`src/rtl/dsbf_pkg.sv`:
```
`timescale 1ns / 1ps
// ----------------------------------------------------------------------------
// dsbf_pkg: shared types and constants of the dual screen brightness fader
// Operation codes, field widths and the stream beat layout.
// ----------------------------------------------------------------------------
package dsbf_pkg;

	// operation codes carried in s_tuser
	localparam logic [1:0] OP_TICK  = 2'd0;
	localparam logic [1:0] OP_START = 2'd1;
	localparam logic [1:0] OP_SET   = 2'd2;

	localparam int LVL_W   = 6;   // signed brightness level
	localparam int MASK_W  = 6;   // blend plane mask
	localparam int CNT_W   = 16;  // step count field
	localparam int QUO_W   = 6;   // quotient and remainder of the level distance
	localparam int IN_W    = 40;  // slave tdata width
	localparam int OUT_W   = 32;  // master tdata width

	typedef logic signed [LVL_W-1:0] level_t;
	typedef logic [MASK_W-1:0]       mask_t;
	typedef logic [QUO_W-1:0]        quo_t;

endpackage

```
`src/rtl/dsbf_div.sv`:
```
`timescale 1ns / 1ps
// ----------------------------------------------------------------------------
// dsbf_div: restoring divider for the ramp setup
// Divides a 6-bit level distance by the step count, one quotient bit a cycle.
// ----------------------------------------------------------------------------
module dsbf_div #(
	parameter int DW = 16
) (
	input  logic               clk,
	input  logic               arst_n,
	input  logic               start,
	input  dsbf_pkg::quo_t     dividend,
	input  logic [DW-1:0]      divisor,
	output logic               done,
	output dsbf_pkg::quo_t     quo,
	output dsbf_pkg::quo_t     rem
);
	import dsbf_pkg::*;

	localparam int CW = (DW > QUO_W + 1) ? DW : QUO_W + 1;

	logic              active_q;
	logic [2:0]        cnt_q;
	logic [DW-1:0]     dvs_q;
	quo_t              quo_q;
	logic [QUO_W:0]    rem_q;
	logic [QUO_W:0]    trial;
	logic [CW-1:0]     trial_ext;
	logic [CW-1:0]     diff_ext;
	logic              fits;

	always_comb begin
		trial     = {rem_q[QUO_W-1:0], quo_q[QUO_W-1]};
		trial_ext = CW'(trial);
		fits      = trial_ext >= CW'(dvs_q);
		diff_ext  = trial_ext - CW'(dvs_q);
	end

	always_ff @(posedge clk or negedge arst_n) begin
		if (!arst_n) begin
			active_q <= 1'b0;
			cnt_q    <= '0;
			done     <= 1'b0;
		end else begin
			done <= 1'b0;
			if (start) begin
				active_q <= 1'b1;
				cnt_q    <= 3'(QUO_W - 1);
			end else if (active_q) begin
				// advance one quotient bit; finish after the last one
				cnt_q <= cnt_q - 3'd1;
				if (cnt_q == 3'd0) begin
					active_q <= 1'b0;
					done     <= 1'b1;
				end
			end
		end
	end

	always_ff @(posedge clk) begin
		if (start) begin
			dvs_q <= divisor;
			quo_q <= dividend;
			rem_q <= '0;
		end else if (active_q) begin
			if (fits) begin
				rem_q <= diff_ext[QUO_W:0];
				quo_q <= {quo_q[QUO_W-2:0], 1'b1};
			end else begin
				rem_q <= trial;
				quo_q <= {quo_q[QUO_W-2:0], 1'b0};
			end
		end
	end

	assign quo = quo_q;
	assign rem = rem_q[QUO_W-1:0];

endmodule

```
`src/rtl/dual_screen_brightness_fader.sv`:
```
`timescale 1ns / 1ps
// ----------------------------------------------------------------------------
// dual_screen_brightness_fader: linear brightness ramps for two screens
// Start, tick and set items drive one ramp per screen; one result beat each.
// ----------------------------------------------------------------------------
// Usage:
//   Items arrive on the slave stream (s_tvalid/s_tready/s_tdata/s_tuser), the
//   operation in s_tuser. Every accepted item yields exactly one result beat
//   on the master stream (m_tvalid/m_tready/m_tdata) with the write flags,
//   levels and plane masks of both screens plus their busy flags.
//   A tick item advances every running ramp by one frame, a start item with a
//   nonzero step count sets up a ramp on the selected screens and reports the
//   start level, a set item writes a level at once on the selected screens and cancels their ramps.
//   Steps: the item is accepted, then each screen in turn goes through the
//   shared per-screen update unit, then the output register is loaded. A
//   start with nonzero step count first waits for the divider, which
//   retires one quotient bit of the 6-bit level distance per cycle.
//   s_tready is high only while idle.
//   A stalled receiver holds the result in the output register; the next
//   item may still be accepted, and its result waits in the working
//   registers until the output register frees up.
//   Reset stops both ramps and empties the output register.
// ----------------------------------------------------------------------------
module dual_screen_brightness_fader #(
	parameter int SCREENS    = 2,
	parameter int COUNT_BITS = 16
) (
	input  logic                        clk,
	input  logic                        arst_n,
	input  logic                        s_tvalid,
	output logic                        s_tready,
	// [15:0] step_count, [21:16] target_level, [27:22] start_level,
	// [33:28] surface_mask, [35:34] screen_select, [39:36] zero
	input  logic [dsbf_pkg::IN_W-1:0]   s_tdata,
	// [1:0] operation
	input  logic [1:0]                  s_tuser,
	output logic                        m_tvalid,
	input  logic                        m_tready,
	// [0] main_write, [6:1] main_level, [12:7] main_surfaces, [13] sub_write,
	// [19:14] sub_level, [25:20] sub_surfaces, [26] main_busy, [27] sub_busy,
	// [31:28] zero
	output logic [dsbf_pkg::OUT_W-1:0]  m_tdata
);
	import dsbf_pkg::*;

	// only the main and sub screens are ever driven
	localparam int NSCR   = (SCREENS < 2) ? SCREENS : 2;
	localparam int LAST   = NSCR - 1;
	localparam int LEN_W  = (COUNT_BITS < CNT_W) ? COUNT_BITS : CNT_W;
	localparam int SUM_W  = LEN_W + 1;
	localparam logic [0:0] LAST_SCR = 1'(LAST);

	localparam logic [1:0] ST_IDLE = 2'd0;
	localparam logic [1:0] ST_DIV  = 2'd1;
	localparam logic [1:0] ST_SCR  = 2'd2;
	localparam logic [1:0] ST_OUT  = 2'd3;

	// input beat fields
	logic [1:0]        op_in;
	logic [LEN_W-1:0]  len_in;
	level_t            tgt_in;
	level_t            from_in;
	mask_t             mask_in;
	logic [1:0]        sel_in;
	logic              accept;
	logic signed [LVL_W:0] dist_in;
	logic              down_in;
	quo_t              mag_in;

	// sequencer and captured item
	logic [1:0]        state_q;
	logic [0:0]        scr_q;
	logic [1:0]        op_q;
	logic [LEN_W-1:0]  len_q;
	level_t            tgt_q;
	level_t            from_q;
	mask_t             mask_q;
	logic [1:0]        sel_q;
	logic              down_q;

	// per-screen ramp state
	level_t            lvl_q   [NSCR];
	level_t            rtgt_q  [NSCR];
	logic              rdown_q [NSCR];
	quo_t              whole_q [NSCR];
	quo_t              frac_q  [NSCR];
	logic [SUM_W-1:0]  sum_q   [NSCR];
	logic [LEN_W-1:0]  rlen_q  [NSCR];
	mask_t             planes_q[NSCR];
	logic              running_q[NSCR];

	// result being assembled
	logic              wr_q [2];
	level_t            lv_q [2];
	mask_t             pl_q [2];

	// divider
	logic              div_start;
	logic              div_done;
	quo_t              div_quo;
	quo_t              div_rem;

	// shared per-screen update unit
	logic              chosen;
	logic signed [8:0] cur9;
	logic signed [8:0] tgt9;
	logic signed [8:0] whole9;
	logic signed [8:0] next9;
	logic signed [8:0] bump9;
	logic signed [8:0] new9;
	logic [SUM_W-1:0]  sumn;
	logic [SUM_W-1:0]  sum_new;
	logic              tick_done;
	logic              out_free;
	logic              busy_main;
	logic              busy_sub;

	assign op_in   = s_tuser;
	assign len_in  = s_tdata[LEN_W-1:0];
	assign tgt_in  = s_tdata[21:16];
	assign from_in = s_tdata[27:22];
	assign mask_in = s_tdata[33:28];
	assign sel_in  = s_tdata[35:34];

	assign s_tready = (state_q == ST_IDLE);
	assign accept   = s_tvalid && s_tready;

	// level distance: down when start lies above target, magnitude below 64
	assign dist_in = (LVL_W+1)'(from_in) - (LVL_W+1)'(tgt_in);
	assign down_in = dist_in > 0;
	assign mag_in  = down_in ? dist_in[QUO_W-1:0] : QUO_W'(-dist_in);

	assign div_start = accept && (op_in == OP_START) && (len_in != '0);

	dsbf_div #(
		.DW(LEN_W)
	) u_div (
		.clk      (clk),
		.arst_n   (arst_n),
		.start    (div_start),
		.dividend (mag_in),
		.divisor  (len_in),
		.done     (div_done),
		.quo      (div_quo),
		.rem      (div_rem)
	);

	// one frame of the ramp on the screen under scr_q
	always_comb begin
		chosen  = sel_q[scr_q];
		cur9    = 9'(lvl_q[scr_q]);
		tgt9    = 9'(rtgt_q[scr_q]);
		whole9  = $signed({3'b000, whole_q[scr_q]});
		next9   = rdown_q[scr_q] ? cur9 - whole9 : cur9 + whole9;
		bump9   = rdown_q[scr_q] ? next9 - 9'sd1 : next9 + 9'sd1;
		sumn    = sum_q[scr_q] + SUM_W'(frac_q[scr_q]);
		new9    = next9;
		sum_new = sumn;
		tick_done = 1'b0;
		if ((next9 != tgt9) && (cur9 != tgt9)) begin
			if (sumn >= SUM_W'(rlen_q[scr_q])) begin
				// carry the extra unit; stop if it lands on the target
				new9 = bump9;
				if (bump9 != tgt9) begin
					sum_new = sumn - SUM_W'(rlen_q[scr_q]);
				end else begin
					tick_done = 1'b1;
				end
			end
		end else begin
			// snap to the target
			new9      = tgt9;
			tick_done = 1'b1;
		end
	end

	assign out_free  = !m_tvalid || m_tready;
	assign busy_main = running_q[0];
	assign busy_sub  = (NSCR > 1) ? running_q[LAST] : 1'b0;

	// sequencer and control state
	always_ff @(posedge clk or negedge arst_n) begin
		if (!arst_n) begin
			state_q  <= ST_IDLE;
			scr_q    <= '0;
			m_tvalid <= 1'b0;
			for (int i = 0; i < NSCR; i++) begin
				running_q[i] <= 1'b0;
			end
		end else begin
			// drop valid once the beat is taken; ST_OUT drives valid itself
			if (m_tvalid && m_tready && (state_q != ST_OUT)) begin
				m_tvalid <= 1'b0;
			end
			case (state_q)
				ST_IDLE: begin
					if (accept) begin
						scr_q   <= '0;
						state_q <= div_start ? ST_DIV : ST_SCR;
					end
				end
				ST_DIV: begin
					if (div_done) begin
						state_q <= ST_SCR;
					end
				end
				ST_SCR: begin
					case (op_q)
						OP_TICK: begin
							if (running_q[scr_q] && tick_done) begin
								running_q[scr_q] <= 1'b0;
							end
						end
						OP_START: begin
							if (chosen && (len_q != '0)) begin
								running_q[scr_q] <= 1'b1;
							end
						end
						OP_SET: begin
							if (chosen) begin
								running_q[scr_q] <= 1'b0;
							end
						end
						default: begin
						end
					endcase
					if (scr_q == LAST_SCR) begin
						state_q <= ST_OUT;
					end else begin
						scr_q <= scr_q + 1'b1;
					end
				end
				ST_OUT: begin
					// hold until the output register frees up
					if (out_free) begin
						m_tvalid <= 1'b1;
						state_q  <= ST_IDLE;
					end
				end
				default: begin
					state_q <= ST_IDLE;
				end
			endcase
		end
	end

	// captured item, ramp payload and result payload
	always_ff @(posedge clk) begin
		if (accept) begin
			op_q   <= op_in;
			len_q  <= len_in;
			tgt_q  <= tgt_in;
			from_q <= from_in;
			mask_q <= mask_in;
			sel_q  <= sel_in;
			down_q <= down_in;
			for (int i = 0; i < 2; i++) begin
				wr_q[i] <= 1'b0;
				lv_q[i] <= '0;
				pl_q[i] <= '0;
			end
		end
		if (state_q == ST_SCR) begin
			case (op_q)
				OP_TICK: begin
					if (running_q[scr_q]) begin
						lvl_q[scr_q] <= new9[LVL_W-1:0];
						if ((next9 != tgt9) && (cur9 != tgt9)) begin
							sum_q[scr_q] <= sum_new;
						end
						wr_q[scr_q] <= 1'b1;
						lv_q[scr_q] <= new9[LVL_W-1:0];
						pl_q[scr_q] <= planes_q[scr_q];
					end
				end
				OP_START: begin
					if (chosen && (len_q != '0)) begin
						lvl_q[scr_q]    <= from_q;
						rtgt_q[scr_q]   <= tgt_q;
						rdown_q[scr_q]  <= down_q;
						whole_q[scr_q]  <= div_quo;
						frac_q[scr_q]   <= div_rem;
						sum_q[scr_q]    <= '0;
						rlen_q[scr_q]   <= len_q;
						planes_q[scr_q] <= mask_q;
						wr_q[scr_q]     <= 1'b1;
						lv_q[scr_q]     <= from_q;
						pl_q[scr_q]     <= mask_q;
					end
				end
				OP_SET: begin
					if (chosen) begin
						wr_q[scr_q] <= 1'b1;
						lv_q[scr_q] <= from_q;
						pl_q[scr_q] <= mask_q;
					end
				end
				default: begin
				end
			endcase
		end
		if ((state_q == ST_OUT) && out_free) begin
			m_tdata <= {4'b0000, busy_sub, busy_main,
			            pl_q[1], lv_q[1], wr_q[1],
			            pl_q[0], lv_q[0], wr_q[0]};
		end
	end

	// the divider only finishes while the sequencer waits on it
	a_div_done: assert property (@(posedge clk) disable iff (!arst_n)
		div_done |-> (state_q == ST_DIV))
		else $error("divider finished outside of the divide phase");

	// an accepted item blocks the next one in the following cycle
	a_one_item: assert property (@(posedge clk) disable iff (!arst_n)
		accept |=> !s_tready)
		else $error("second item accepted while one is in work");

	// a set item leaves the main ramp stopped when main is selected
	a_set_stops: assert property (@(posedge clk) disable iff (!arst_n)
		(state_q == ST_OUT) && (op_q == OP_SET) && sel_q[0] |-> !running_q[0])
		else $error("set item left the main ramp running");

	// a result is loaded only when the output register can take it
	a_out_load: assert property (@(posedge clk) disable iff (!arst_n)
		(state_q == ST_OUT) && m_tvalid && !m_tready |=> (state_q == ST_OUT))
		else $error("result left the sequencer while output was stalled");

endmodule

```
`config.mk`:
```
export PLATFORM = sky130hd
export DESIGN_NAME = dual_screen_brightness_fader
export DESIGN_NICKNAME = d
export VERILOG_FILES = /design/src/rtl/dsbf_pkg.sv /design/src/rtl/dsbf_div.sv /design/src/rtl/dual_screen_brightness_fader.sv
export SDC_FILE = /design/constraint.sdc
export NUM_CORES = 1
export LEC_CHECK = 0
export ABC_CLOCK_PERIOD_IN_PS = 6700
export BUFFER_PORTS_ARGS = -buffer_cell sky130_fd_sc_hd__buf_2
export CORE_ASPECT_RATIO = 0.7
export CORE_MARGIN = 5
export CORE_UTILIZATION = 55
export DETAILED_ROUTE_END_ITERATION = 8
export GPL_ROUTABILITY_DRIVEN = 0
export GPL_TIMING_DRIVEN = 1
export PLACE_DENSITY_LB_ADDON = 0.3
export RECOVER_POWER = 50
export SYNTH_ARGS = -nofsm -noshare
export SYNTH_HDL_FRONTEND = slang
export SYNTH_SLANG_ARGS = --single-unit
```
`constraint.sdc`:
```
create_clock -name clk -period 6.7 [get_ports clk]
set_clock_uncertainty 0.2 [all_clocks]
set_input_delay 1.34 -clock clk [delete_from_list [all_inputs] [get_ports clk]]
set_output_delay 1.34 -clock clk [all_outputs]
set_load 0.01 [all_outputs]
```
==> impl_results.md <==
- Status: finished with violations
- Failing checks: max-capacitance violations, max-slew violations
- Final setup viols: 0
- # fillers: 1,861
- ANT cells: 0
- Hold Startpoint: lv_q[1][5]
- Final worst setup slack: 0.411 ns
- Power density cells: 550 nW/um^2
- CTS resizes: 0
- Via Count: 8,765
- Vias in the first global route: 8,262
- Synthesis-stage register bit count: 260
- Post-synth ARST share: 4.23%
- Postcts setup bufs: 0
- First-pass GRT wire length: 45.3 mm
- Largest net degree at the start of global routing: 43
- Final ANT Viol Nets: 0
- Highest net fanout along the worst path: 35
- CTS tree: built
- Hold worst-path end: m_tdata[19]
- Post-synth EDFFs: 241
- Syn Inst Count: 1,069
- Max_cap viols: 2
- Post-layout min period: 6.29 ns
- Vias/cell: 5.88
- Peak VDD IR: 0.295 mV
- P&R area growth vs syn: 11.2%
- Latest clock arrival within the worst-skew pair: 0.52 ns
- Post-Place Worst Slack: 0.589 ns
- Die outline area: 27,500 um^2
- RR Startpoint: scr_q
- Pre-Repair DR Iteration Count: 5
- Die height: 140 um
- Placement row count: 47
- WL final: 29.2 mm
- Final Max Tran Viols: 69
- Main synth FF type: edfxtp_1
- Synth Cell Area: 13,300 um^2
- Starting DRT DRC Count: 701
- Syn. warnings: 0
- Nets: 1,263
- Wire length per cell: 19.6 um
- Hold Crit Depth: 0
- Post-route cell area: 14,800 um^2
- Layout cells sized above 1: 10.2%
- Fin Hold WS: 0.219 ns
- Cts bufs inserted: 25
- Fmax: 159 MHz
- Seq/Total Area, Yosys: 57.6%
- Clk sinks: 260
- Setup crit end kind: flop
- DRT met1 WL: 14.3 mm
- Worst min path class: reg2reg
- P_leak: 5.66 nW
- Worst-margin pin slew: 2.54 ns
- Post-DP Area: 14,100 um^2
- GRT Overall Usage: 20.7%
- H-tree depth: 1
- Clock transition at path regs: 0.06 ns
- Remaining DRCs: 0
- RSZ-0062 raised after global routing: false
- Top Metal Used: met4
- Post-DP HPWL: 21.3 mm
- Final Hold Fails: 0
- Gr ovfl total: 0
- Core area: 23,800 um^2
- Buffers on Ports: 71
- Clock Root Buffer: clkbuf_16
- Register area: 7680 um^2
- Starting density of the core: 56.1%
- Met2 Routed Length: 12.0 mm
- CP Launch Type: flop
- Worst EP arrival: 6.42 ns
- Cts hold-fix bufs: 0
- R2R Setup Slk: 0.41 ns
- Io pins: 80
- Fin Setup TNS: 0 ns
- Multi-input gate area: 5300 um^2
- R2R depth: 16
- Crit Path Category: reg2reg
- Synth cell types: 78
- Clock buffer depth: 3
- WL met3: 2.58 mm
- Syn Area/Cell: 12.5 um^2
- Worst r2r dst: sum_q[0][9]
- Die width: 196 um
- Tcrit/Tclk final: 93.9%
- CP required: 6.83 ns
- Initial antenna violation count: 0
- Rel. slew slack: -69.6%
[registers in the layout, indices dropped and copies added, names as in the netlist, 3 cells and up, named ones only]
| signal | flops |
|---|---|
| u_div.quo | 6 |
| whole_q | 12 |
| from_q | 6 |
| u_div.dvs_q | 16 |
| rlen_q | 32 |
| frac_q | 12 |
| sum_q | 34 |
| mask_q | 6 |
| len_q | 16 |
| rtgt_q | 12 |
| planes_q | 12 |
| lv_q | 12 |
| lvl_q | 12 |
| pl_q | 12 |
| tgt_q | 6 |
| u_div.cnt_q | 3 |
| m_tdata | 28 |
| u_div.rem_q | 6 |
[routing by layer]
layer  up-vias  GRT usage [%]
met1      4215           33.6
met2       318           29.5
li1       4204              -
met3        28           4.15
met4         0           3.16
met5         -              0
[worst max path at each step]
stage | end | slack (ns) | from | cells past startpoint
CTS | sum_q[0][9] | 0.50 | scr_q | 16
global route | sum_q[1][11] | 0.06 | scr_q | 17
finish | sum_q[0][9] | 0.41 | scr_q | 16
global placement | sum_q[1][11] | 0.66 | scr_q | 16
detailed placement | sum_q[1][7] | 0.59 | scr_q | 18
floorplan | sum_q[0][13] | 0.25 | scr_q | 24
[area by class of cell]
cell class / count / share of cell area, %
multi-input cells: 722 / 35.8
flip-flops and latches: 260 / 51.8
clock inverters: 11 / 0.743
well taps: 318 / 2.68
repair buffers: 88 / 2.74
inverters: 57 / 1.44
clock buffers: 35 / 4.81
[stage by stage]
stage | utilization, % | cells | total power [W]
floorplan | - | 1072 | 0.00576
global placement | 59.2 | 1445 | 0.00658
detailed placement | 59.2 | 1445 | 0.00672
CTS | 62.7 | 1491 | 0.00813
global route | 62.4 | 1491 | 0.00869
finish | 62.4 | 1491 | 0.00815
[power by group]
part	leakage, nW	total (W)	switching [W]	internal, W
Combinational	2.84	0.00417	0.00246	0.00171
Sequential	2.41	0.00258	0.000214	0.00237
Clock	0.408	0.00140	0.000575	0.000820
Total	5.66	0.00815	0.00325	0.00490
[cells by family (layout without fill, tap and decap cells)]
family / Yosys count / after routing / synth area share [%]
AO/OA/AOI/OAI: 217 / 217 / 10.8
AND/OR/NAND/NOR: 285 / 285 / 10.8
multiplexers: 93 / 93 / 7.43
adder cells (fa/ha/maj): 63 / 63 / 6.25
buffers and inverters: 90 / 191 / 2.86
XOR/XNOR: 60 / 60 / 4.26
other: 1 / 4 / 0.0281
flip-flops: 260 / 260 / 57.6
[critical path, cell delays in order (launching register included)]
cell and delay (ns):
dfrtp_4 0.81, buf_4 0.35, mux2i_1 0.47, inv_1 0.09
ha_1 0.38, nor2b_1 0.18, a221o_1 0.32, a211oi_1 0.39
inv_1 0.19, ha_1 0.38, or3_1 0.32, o21ai_0 0.14
o21ai_0 0.16, a2111o_1 0.43, a2111o_1 0.54, nand4_4 0.37
mux2i_1 0.32
[cells in the mapped netlist, drive strengths merged (18+ instances only)]
cell	number	share of area [%]
a21oi	53	2.0
clkbuf	18	0.51
edfxtp	241	54
ha	57	5.4
inv	56	1.6
mux2	21	1.8
mux2i	72	5.7
nand2	77	2.2
nand3	25	0.94
nor2	63	1.8
nor3	25	0.94
o21ai	47	1.8
xnor2	32	2.2
xor2	26	1.7
[layout by cell type, fill, tap and decap left out, drive strengths merged, types with 26 or more instances in the layout]
master and instances:
a21oi 53, buf 32, clkbuf 91, edfxtp 241, ha 57, inv 56
mux2i 72, nand2 77, nor2 63, o21ai 47, xnor2 32, xor2 26
No activity file was read; power rests on OpenSTA's default activity.
